<file path="src/rtl/primitive_vertex_generator_core_macros.svh">
// Assertion macros for the primitive vertex generator.
`ifndef PRIMITIVE_VERTEX_GENERATOR_CORE_MACROS_SVH
`define PRIMITIVE_VERTEX_GENERATOR_CORE_MACROS_SVH
`ifndef ASSERT_OFF
`define PVG_ASSERT_NEVER(lbl, cond) \
	lbl: assert property (@(posedge clk) disable iff (!arst_n) !(cond)) \
		else $error("pvg assertion failed");
`define PVG_ASSERT_NEXT(lbl, ante, cons) \
	lbl: assert property (@(posedge clk) disable iff (!arst_n) (ante) |=> (cons)) \
		else $error("pvg assertion failed");
`else
`define PVG_ASSERT_NEVER(lbl, cond)
`define PVG_ASSERT_NEXT(lbl, ante, cons)
`endif
`endif

</file>
<file path="src/rtl/pvg_lerp.sv">
// Three-stage pipelined lerp a + round((b - a) * i / steps) for the Bezier datapath.
module pvg_lerp #(
	parameter int BEZIER_STEPS = 32,
	parameter int IW           = 5
) (
	input  logic                 clk,
	input  logic                 en,
	input  logic signed [15:0]   a,
	input  logic signed [15:0]   b,
	input  logic [IW-1:0]        i,
	output logic signed [15:0]   res,
	output logic [IW-1:0]        i_out
);

	localparam int PW = 17 + IW + 1;
	localparam longint unsigned DEN   = 64'(2 * BEZIER_STEPS);
	localparam longint unsigned BIASQ = 64'd1 << 23;
	localparam longint unsigned RECIP = (64'd1 << 32) / DEN;
	localparam logic [31:0] DEN32   = DEN[31:0];
	localparam logic [31:0] BIAS32  = 32'(BIASQ * DEN + 64'(BEZIER_STEPS));
	localparam logic [31:0] RECIP32 = RECIP[31:0];

	logic signed [PW-1:0] p_s1;
	logic signed [15:0]   a_s1, a_s2, res_s3;
	logic [IW-1:0]        i_s1, i_s2, i_s3;
	logic [31:0]          u_s2, q0_s2;
	logic signed [16:0]   diff;
	logic signed [PW-1:0] twop;
	logic [31:0]          u_nxt, r_c, q_c;
	logic [63:0]          m_c;
	logic [31:0]          qd_c;

	assign diff  = {b[15], b} - {a[15], a};
	assign twop  = p_s1 <<< 1;
	assign u_nxt = 32'(twop) + BIAS32;
	assign m_c   = u_nxt * 64'(RECIP32);
	assign qd_c  = q0_s2 * DEN32;
	assign r_c   = u_s2 - qd_c;
	assign q_c   = q0_s2 + ((r_c >= DEN32) ? 32'd1 : 32'd0);

	always_ff @(posedge clk) begin
		if (en) begin
			// stage 1: difference times step index
			p_s1 <= PW'(diff * $signed({1'b0, i}));
			a_s1 <= a;
			i_s1 <= i;
			// stage 2: bias positive, multiply by reciprocal
			u_s2  <= u_nxt;
			q0_s2 <= m_c[63:32];
			a_s2  <= a_s1;
			i_s2  <= i_s1;
			// stage 3: correct the quotient by one, drop bias, add base
			res_s3 <= a_s2 + 16'(q_c - BIASQ[31:0]);
			i_s3   <= i_s2;
		end
	end

	assign res   = res_s3;
	assign i_out = i_s3;

endmodule
</file>
<file path="config.mk">
export PLATFORM = sky130hd
export DESIGN_NAME = pvg_lerp
export DESIGN_NICKNAME = d
export VERILOG_FILES = /design/src/rtl/primitive_vertex_generator_core_macros.svh /design/src/rtl/pvg_lerp.sv
export SDC_FILE = /design/constraint.sdc
export NUM_CORES = 1
export LEC_CHECK = 0
export ABC_CLOCK_PERIOD_IN_PS = 8440
export BUFFER_PORTS_ARGS = -buffer_cell sky130_fd_sc_hd__clkbuf_2
export CAP_MARGIN = 20
export CORE_ASPECT_RATIO = 1.5
export CORE_MARGIN = 2
export CORE_UTILIZATION = 25
export CTS_BUF_LIST = sky130_fd_sc_hd__clkbuf_2 sky130_fd_sc_hd__clkbuf_4 sky130_fd_sc_hd__clkbuf_8
export CTS_CLUSTER_DIAMETER = 40
export DETAILED_ROUTE_END_ITERATION = 10
export PLACE_DENSITY = 0.51
export REMOVE_ABC_BUFFERS = 1
export SLEW_MARGIN = 20
export SYNTH_ARGS = -nofsm -noshare
export SYNTH_HDL_FRONTEND = slang
export SYNTH_SLANG_ARGS = --single-unit
</file>
<file path="constraint.sdc">
create_clock -name clk -period 8.44 [get_ports clk]
set_input_delay 1.266 -clock clk [delete_from_list [all_inputs] [get_ports clk]]
set_output_delay 1.266 -clock clk [all_outputs]
set_load 0.03 [all_outputs]
</file>
==> results of run 1 <==
## routing by layer
metal / track usage / part of all wire / vias up
met4: 0.04026 / 0.020 / 0
met3: 0.01015 / 0.017 / 14
li1: - / - / 2435
met1: 0.1010 / 0.40 / 2359
met2: 0.1959 / 0.57 / 46
met5: 0 / 0 / -
## worst max path at each step
stage,startpoint,to,slack [ns]
detailed placement,a[0],p_s1[18]$_DFFE_PP_,1.54
global placement,a[0],p_s1[18]$_DFFE_PP_,1.71
global route,a[0],p_s1[18]$_DFFE_PP_,1.57
CTS,a[0],p_s1[18]$_DFFE_PP_,1.96
floorplan,a[1],p_s1[18]$_DFFE_PP_,2.29
finish,a[0],p_s1[18]$_DFFE_PP_,1.99
## registers in the layout, summed over array words and instances, names as in the netlist
name / cells
q0_s2: 16
a_s1: 16
i_s2: 5
a_s2: 16
i_s1: 5
i_out: 5
res: 16
p_s1: 17
## logic make-up after synthesis
logic type / count (synthesis)
buf+inv: 121
simple gates: 184
compound gates: 108
xor+xnor: 57
flops: 96
fa+ha+maj: 118
## worst max-delay path, cell delays in order
cell,delay (ns)
clkbuf_2,0.09
ha_1,0.23
fa_1,0.40
nor2b_1,0.24
o31ai_2,0.15
a211oi_1,0.33
o21a_1,0.15
nor2_1,0.05
xnor2_1,0.31
and2_1,0.20
fa_1,0.45
fa_1,0.49
inv_1,0.05
fa_1,0.53
inv_1,0.04
ha_1,0.31
o21a_1,0.13
o21ai_0,0.22
a31oi_1,0.10
o31a_1,0.39
a221oi_1,0.34
xnor2_1,0.11
## power groups by stage
stage	clock [mW]	sequential, mW	combinational, mW
floorplan	0	0.875	1.04
global placement	0	0.814	1.37
detailed placement	0	0.814	1.39
CTS	0.315	0.802	1.40
global route	0.329	0.818	1.58
finish	0.302	0.801	1.37
## metrics by stage
stage	power [mW]	cell area [um^2]
2_1_floorplan	1.915	7431
3_3_place_gp	2.187	8230
3_5_place_dp	2.208	8230
4_1_cts	2.514	8432
5_1_grt	2.726	8434
6_report	2.476	8434
## area by class of cell
| type | count | area share |
|---|---|---|
| diodes | 1 | 0.0002967 |
| clock buffers | 9 | 0.01469 |
| clock inverters | 7 | 0.009197 |
| inverters | 114 | 0.05073 |
| multi-input cells | 467 | 0.4885 |
| flip-flops and latches | 96 | 0.3418 |
| well taps | 395 | 0.05860 |
| repair buffers | 60 | 0.03620 |
## cells in the final DEF, fill, tap and decap left out, types with 3 or more instances in the layout
cell and instances:
and3_1 8, a31oi_1 6, inv_1 114, nor2_1 25
o22ai_1 3, a21oi_1 26, fa_1 51, nand4_1 3
xnor2_1 42, nand2b_1 5, nor2b_1 18, o21a_1 8
a211o_1 3, a211oi_1 4, edfxtp_1 96, and2_1 56
ha_1 67, nand2_1 37, a21boi_0 3, o21bai_1 4
nand3_1 10, o21ai_0 14, xor2_1 15, and3b_1 4
nor3b_1 3, a21o_1 14, clkbuf_8 9, clkbuf_2 58
nor3_1 5
==> flow_summary.toml, run 1 <==
[routing]
ant_nets = 0
num_vias = 4854
drt-pass1-iter-count = 4
post_drt_wl_per_cell_um = 12.87
wl_mm = 14.79
drt_iter0_drc = 184
drc = 0
vias_per_cell = 4.225

[sta]
rsz0062_at_grt = "no"
fin_skew_ns = 0.008097
timing.fmax_ghz = 0.1550
whs_ns = 0.4292
final-hold-violation-count = 0
tightest_slew_ns = 1.043
finalSetupViolations = 0
slew_violations = 0
setup_tns_ns = 0
layout_setup_ws_ns = 1.987
min_period_ns = 6.453
slew_headroom = 0.3047
period_share = 0.7646

[clocking]
root_buffer = "clkbuf_8"
clkTransAtPathRegs_ns = 0.11
htreeDepth = 3
cts_resized = 0
holdBufCountCts = 0
worstSkewPairLatency_ns = 0.38
cts_tree = "yes"
cts_setup_buffers = 0
cts_buffers = 9
cts.sinks = 96
clock_path_buffers = 2

[cells_and_area]
finalNetCount = 905
n_fill_cell = 3097
seqCellArea_um2 = 2883
fin_util = 0.2870
multi_input_area_um2 = 4120
drive_above_1_share = 0.1155
area_growth_pct = 13.07
stdcell_count = 1149

[yosys]
yosys.area.top_type_share = 0.3864
yosysMostFrequentCell = "inv_1"
synth_top_family_by_area = "adder cells"
async_reset_ff_frac = 0
postSynthAreaPerCell_um2 = 10.91
synth-warning-count = 0
synthMuxAreaShare = 0
synth_simple_gate_area_share = 0.1364
synth_compound_area_frac = 0.09980
ys_types = 54
seq_area_frac_synth = 0.3864
synth_ff_type = "edfxtp_1"
ys_ff_latch = 96
syn_area_um2 = 7460
synth_xor_area_frac = 0.06692
synth_commonest_cells = "inv_1, edfxtp_1, ha_1, and2_1, fa_1"
synth-edff-count = 96
synthAdderAreaFrac = 0.2492
syn-instance-count = 684
synth_top_area_cell = "edfxtp_1"
ys_top_cells_by_area = "edfxtp_1, fa_1, ha_1"

[pwr]
p_comb_frac = 0.555
switching_share = 0.4082
p_int_mw = 1.465
irDropWorstVdd_v = 0.0001017
clkPwrFrac = 0.122
seqPwrFrac = 0.323
p_per_area_nw_per_um2 = 293.6
power.leakage_nw = 3.705
switching_power_mw = 1.011

[floorplanning]
initial_core_util = 0.2539
fp.dieW_um = 145.0
core_region_area_um2 = 29380
die_h_um = 215.6
num_rows = 77
ioPinCount = 60
dieArea_um2 = 31260

[global_routing]
grt_pass1_vias = 5071
grt_pass1_wl_mm = 24.29
grt_max_degree = 85
track_usage = 0.09735
overflow = 0
antenna_found_initial = 1

[run_status]
status = "complete, no violations"

[placed_design]
hpwlAfterDp_mm = 12.18
io_buffers = 59
gp_congestion = 0.7741
dpl.cell_count = 1132
pre_cts_ws_ns = 1.541

[critical_path]
path_class = "in2reg"
reg2reg_from = "a_s2[0]$_DFFE_PP_"
worstRegToRegCells = 10
arrival_ns = 6.58
rrSetupSlack_ns = 5.81
start_kind = "input port"
cp_max_fo = 5
required_ns = 8.57
rr_endpoint = "res[14]$_DFFE_PP_"
cp-end-kind = "flip-flop"

[flow_run]
maxCapViolCount = 0

[worst_hold_path]
hold_path.class = "reg2reg"
min_to = "a_s2[3]$_DFFE_PP_"
min_path_cells = 0
min_from = "a_s1[3]$_DFFE_PP_"
No activity file was read; power rests on OpenSTA's default activity.
==> run 2, diff against run 1 <==
--- a/config.mk
+++ b/config.mk
@@ -5,7 +5,7 @@
 export SDC_FILE = /design/constraint.sdc
 export NUM_CORES = 1
 export LEC_CHECK = 0
-export ABC_CLOCK_PERIOD_IN_PS = 8440
+export ABC_CLOCK_PERIOD_IN_PS = 6300
 export BUFFER_PORTS_ARGS = -buffer_cell sky130_fd_sc_hd__clkbuf_2
 export CAP_MARGIN = 20
 export CORE_ASPECT_RATIO = 1.5
==> constraint.sdc (replaced) <==
create_clock -name clk -period 6.3 [get_ports clk]
set_input_delay 0.945 -clock clk [delete_from_list [all_inputs] [get_ports clk]]
set_output_delay 0.945 -clock clk [all_outputs]
set_load 0.03 [all_outputs]
==> run 2 against run 1 <==
Net effect:
- design area grew 1.2%
- via count increased by 0.49%
- first-iteration DRC count up 9.8%
- sequential cell count unchanged
- global-route usage rose by 0.27 points
- power rose by 36%
- critical path depth unchanged
- register-to-register slack got worse by 2.1 ns
- combinational power rose by 41%
- critical path type unchanged
- critical endpoint unchanged
==> flow_summary.toml, run 2 (same netlist as run 1, synthesis figures left out) <==
[clocking]
cts_setup_buffers = 0
clock_path_buffers = 2
cts_tree = "yes"
cts_resized = 0
cts.sinks = 96
holdBufCountCts = 0
htreeDepth = 3
root_buffer = "clkbuf_8"
cts_buffers = 9
clkTransAtPathRegs_ns = 0.09
worstSkewPairLatency_ns = 0.37

[worst_hold_path]
min_from = "a_s1[6]$_DFFE_PP_"
hold_path.class = "reg2reg"

[sta]
final-hold-violation-count = 0
min_period_ns = 5.885
rsz0062_at_grt = "no"
setup_tns_ns = 0
slew_violations = 0
finalSetupViolations = 0
fin_skew_ns = 0.01212
whs_ns = 0.4147
slew_headroom = 0.3141
timing.fmax_ghz = 0.1699
tightest_slew_ns = 1.029
period_share = 0.9341

[critical_path]
cp-startpoint = "a[0]"
start_kind = "input port"
arrival_ns = 6.02
cp-end-kind = "flip-flop"
rr_endpoint = "res[12]$_DFFE_PP_"
endpoint = "p_s1[18]$_DFFE_PP_"
rrSetupSlack_ns = 3.67
reg2reg_from = "a_s2[0]$_DFFE_PP_"
worstRegToRegCells = 10
required_ns = 6.43
path_class = "in2reg"
cp_max_fo = 5

[global_routing]
grt_max_degree = 83
overflow = 0
track_usage = 0.1000
grt_pass1_vias = 5225
antenna_found_initial = 0
grt_pass1_wl_mm = 25.01

[pwr]
power.leakage_nw = 3.772
switching_power_mw = 1.341
p_comb_frac = 0.575
p_int_mw = 2.023
seqPwrFrac = 0.319
total_power_mw = 3.364
irDropWorstVdd_v = 0.0001032
switching_share = 0.3986
clkPwrFrac = 0.106
p_per_area_nw_per_um2 = 394.3

[placed_design]
placed_cell_area_um2 = 8358
io_buffers = 59
gp_congestion = 0.7926
hpwlAfterDp_mm = 12.36
dpl.cell_count = 1149

[routing]
num_vias = 4878
wl_mm = 14.87
drt_iter0_drc = 202
ant_nets = 0
drt-pass1-iter-count = 4
post_drt_wl_per_cell_um = 12.76
drc = 0
vias_per_cell = 4.187

[cells_and_area]
mostFrequentLayoutCells = "inv_1, edfxtp_1, ha_1"
largest_reg_flops = 17
area_growth_pct = 14.39
n_fill_cell = 3075
drive_above_1_share = 0.1338
finalNetCount = 922
largest-register = "p_s1"
num_antenna_cells = 0
stdcell_count = 1165
final_common_cell = "inv_1"
final_area_um2 = 8533

[flow_run]
maxCapViolCount = 0

[floorplanning]
dieArea_um2 = 31260
initial_core_util = 0.2539
core_region_area_um2 = 29380
die_h_um = 215.6
ioPinCount = 60
num_rows = 77
fp.dieW_um = 145.0

[run_status]
status = "complete, no violations"
==> run 2: cell types whose count changed in the layout (fill, tap and decap cells not counted), sizes merged <==
cell      previous run  this run
buf                  2        19
clkinvlp             0         2
inv                116       114
clkbuf              67        68
clkinv               5         4
diode                1         0
==> run 2: final cells by class <==
cell class              instances  area, um^2  share of cell area
multi-input cells             467        4128              0.4837
flip-flops and latches         96        2883              0.3378
well taps                     395       494.2             0.05792
repair buffers                 77       432.9             0.05073
inverters                     114       427.9             0.05015
clock buffers                  10       131.4             0.01540
clock inverters                 6       36.28            0.004252
==> run 2: per-stage QoR <==
stage	setup WS, ns	util
floorplan	0.4723	-
global placement	0.02993	0.2844
detailed placement	-0.09113	0.2844
CTS	0.3290	0.2901
global route	0.04518	0.2904
finish	0.4154	0.2904
==> run 2: power by group through the flow <==
stage	clock (mW)	combinational [mW]	sequential, mW
floorplan	0	1.39	1.17
CTS	0.377	1.97	1.08
finish	0.355	1.93	1.07
detailed placement	0	1.96	1.09
global placement	0	1.93	1.09
global route	0.391	2.23	1.10
==> run 2: how the worst min path moves through the flow <==
stage | end | slack, ns | cells past startpoint
global route | a_s2[6]$_DFFE_PP_ | 0.42 | 0
CTS | a_s2[6]$_DFFE_PP_ | 0.41 | 0
finish | a_s2[6]$_DFFE_PP_ | 0.41 | 0
detailed placement | a_s2[6]$_DFFE_PP_ | 0.40 | 0
global placement | i_s2[4]$_DFFE_PP_ | 0.40 | 0
floorplan | a_s2[0]$_DFFE_PP_ | 0.40 | 0
==> run 2: worst max-delay path, stage by stage <==
cell      delay [ns]
clkbuf_2        0.09
ha_1            0.23
fa_1            0.41
nor2b_1         0.23
o31ai_2         0.15
a211oi_1        0.32
o21a_1          0.15
nor2_1          0.06
xnor2_2         0.20
and2_1          0.18
fa_1            0.43
fa_1            0.49
inv_1           0.05
fa_1            0.52
inv_1           0.04
ha_1            0.31
o21a_1          0.13
o21ai_0         0.20
a31oi_1         0.09
o31a_1          0.37
a221oi_1        0.33
xnor2_1         0.09
==> run 2: layer usage <==
layer	global-route usage	vias to the layer above	wire length, um
li1	-	2477	-
met1	0.1018	2351	5823
met2	0.2027	43	8534
met3	0.01395	7	304
met4	0.03762	0	208
met5	0	-	0
==> run 3, diff against run 2 <==
--- a/config.mk
+++ b/config.mk
@@ -9,12 +9,11 @@
 export BUFFER_PORTS_ARGS = -buffer_cell sky130_fd_sc_hd__clkbuf_2
 export CAP_MARGIN = 20
 export CORE_ASPECT_RATIO = 1.5
-export CORE_MARGIN = 2
+export CORE_MARGIN = 1.5
 export CORE_UTILIZATION = 25
 export CTS_BUF_LIST = sky130_fd_sc_hd__clkbuf_2 sky130_fd_sc_hd__clkbuf_4 sky130_fd_sc_hd__clkbuf_8
 export CTS_CLUSTER_DIAMETER = 40
 export DETAILED_ROUTE_END_ITERATION = 10
-export PLACE_DENSITY = 0.51
 export REMOVE_ABC_BUFFERS = 1
 export SLEW_MARGIN = 20
 export SYNTH_ARGS = -nofsm -noshare
==> constraint.sdc (replaced) <==
create_clock -name clk -period 6.3 [get_ports clk]
set_input_delay 0.315 -clock clk [delete_from_list [all_inputs] [get_ports clk]]
set_output_delay 0.315 -clock clk [all_outputs]
set_load 0.03 [all_outputs]
==> run 3 against run 2 <==
Net effect:
- routed wire length is 2.4% lower
- sequential power barely moved
- global-route usage about the same
- critical path depth stayed put
- combinational power down 5%
- utilization down 0.17 points
- power rose by 1.1%
- via count shrank 0.33%
- non-clock buffer count decreased by 16
- critical endpoint unchanged
- first-iteration DRC count fell by 7.4%
==> flow_summary.toml, run 3 (same netlist as run 1, synthesis figures left out) <==
[placed_design]
gp_congestion = 0.8230
io_buffers = 59
hpwlAfterDp_mm = 12.05
placed_cell_area_um2 = 8238

[global_routing]
grt_max_degree = 78
grt_pass1_vias = 5230
grt_pass1_wl_mm = 24.29
track_usage = 0.1002
overflow = 0
antenna_found_initial = 0

[clocking]
cts.sinks = 96
holdBufCountCts = 0
cts_setup_buffers = 0
cts_buffers = 9
worstSkewPairLatency_ns = 0.37
root_buffer = "clkbuf_8"
clkTransAtPathRegs_ns = 0.10
cts_tree = "yes"
clock_path_buffers = 2
cts_resized = 0
htreeDepth = 3

[cells_and_area]
mostFrequentLayoutCells = "inv_1, edfxtp_1, ha_1"
n_fill_cell = 3034
final_area_um2 = 8482
finalNetCount = 906
largest_reg_flops = 17
final_common_cell = "inv_1"
drive_above_1_share = 0.1167
area_growth_pct = 13.70
largest-register = "p_s1"
num_antenna_cells = 0

[worst_hold_path]
min_path_cells = 1
min_from = "a[11]"
hold_path.class = "in2reg"
min_to = "a_s1[11]$_DFFE_PP_"

[routing]
num_vias = 4862
drc = 0
wl_mm = 14.52
ant_nets = 0
post_drt_wl_per_cell_um = 12.64
drt-pass1-iter-count = 4
drt_iter0_drc = 187
vias_per_cell = 4.232

[critical_path]
arrival_ns = 5.57
cp_max_fo = 6
rrSetupSlack_ns = 3.71
required_ns = 6.42
rr_endpoint = "res[14]$_DFFE_PP_"
slowest_delay_ns = 0.52
slowest_stage = "fa_1"
start_kind = "input port"
path_cells = "clkbuf_2, inv_1, ha_1, nor2b_1, o21ai_1, a21boi_2, or4_1, a31oi_1, xnor2_1, and2_1, fa_1, fa_1, inv_1, fa_1, inv_1, ha_1, o21a_1, o21ai_0, a31oi_1, o31a_1, a221oi_1, xnor2_1"
path_delay_family = "adder cells"
crit_buf_inv = 4
reg2reg_from = "a_s2[0]$_DFFE_PP_"
path_class = "in2reg"
cp-end-kind = "flip-flop"
worstRegToRegCells = 10

[sta]
slew_violations = 0
fin_skew_ns = 0.009179
timing.fmax_ghz = 0.1835
slew_headroom = 0.3728
rsz0062_at_grt = "no"
final-hold-violation-count = 0
period_share = 0.8651
setup_tns_ns = 0
tightest_slew_ns = 0.9408
finalSetupViolations = 0
min_period_ns = 5.450

[pwr]
p_per_area_nw_per_um2 = 400.9
irDropWorstVdd_v = 0.0001331
power.leakage_nw = 3.732
total_power_mw = 3.400

[flow_run]
maxCapViolCount = 0

[floorplanning]
core_region_area_um2 = 29380
fp.dieW_um = 144.0
initial_core_util = 0.2539
ioPinCount = 60
dieArea_um2 = 30910
die_h_um = 214.6
num_rows = 77

[run_status]
status = "complete, no violations"
## run 3: changes by cell type in the layout (fill, tap and decap cells not counted), sizes merged
| cell | before | now |
|---|---|---|
| buf | 19 | 3 |
| bufinv | 0 | 3 |
| clkinv | 4 | 1 |
| clkinvlp | 2 | 0 |
| inv | 114 | 116 |
## run 3: where the power goes
group / leakage (nW) / switching (mW) / internal (mW)
Combinational: 2.67 / 1.04 / 0.806
Sequential: 0.939 / 0.0749 / 0.999
Clock: 0.125 / 0.214 / 0.270
## run 3: worst register-to-register path, stage by stage, from the launching register on
cell      delay (ns)
edfxtp_1        0.34
ha_1            0.20
inv_1           0.07
fa_1            0.40
nor2b_1         0.18
o31a_1          0.18
nor2_1          0.07
o21ai_0         0.37
a41oi_1         0.23
a21oi_1         0.21
xor2_1          0.09
## run 3: area by class of cell
| type | instances | area (um^2) | area share |
|---|---|---|---|
| well taps | 395 | 494.2 | 0.05827 |
| flip-flops and latches | 96 | 2883 | 0.3399 |
| repair buffers | 61 | 312.8 | 0.03688 |
| multi-input cells | 467 | 4120 | 0.4858 |
| clock inverters | 6 | 112.6 | 0.01328 |
| inverters | 114 | 427.9 | 0.05045 |
| clock buffers | 10 | 131.4 | 0.01549 |
## run 3: through the flow
| stage | hold slack, ns | setup WS [ns] | std cells | util |
|---|---|---|---|---|
| floorplan | 0.4003 | 1.102 | 677 | - |
| global placement | 0.4003 | 0.5595 | 1133 | 0.2803 |
| detailed placement | 0.4045 | 0.3942 | 1133 | 0.2803 |
| CTS | 0.1094 | 0.8184 | 1149 | 0.2887 |
| global route | 0.1097 | 0.4929 | 1149 | 0.2887 |
| finish | 0.1308 | 0.8500 | 1149 | 0.2887 |
## run 3: how the worst max path moves through the flow
stage / startpoint / endpoint / slack, ns / cells after the start
after floorplan: a[1] / p_s1[18]$_DFFE_PP_ / 1.10 / 21
after global placement: a[1] / p_s1[18]$_DFFE_PP_ / 0.56 / 22
after detailed placement: a[1] / p_s1[18]$_DFFE_PP_ / 0.39 / 22
after CTS: a[1] / p_s1[18]$_DFFE_PP_ / 0.82 / 22
after global routing: a[1] / p_s1[19]$_DFFE_PP_ / 0.49 / 23
final: a[1] / p_s1[18]$_DFFE_PP_ / 0.85 / 22
## run 3: routing by layer
metal  up-vias  GRT usage  part of all wire  wire length [um]
met1      2332    0.09819              0.37              5389
met4         0    0.04626             0.026               376
met5         -          0                 0                 0
met3        23    0.02099             0.042               616
met2        68     0.1939              0.56              8136
li1       2439          -                 -                 -
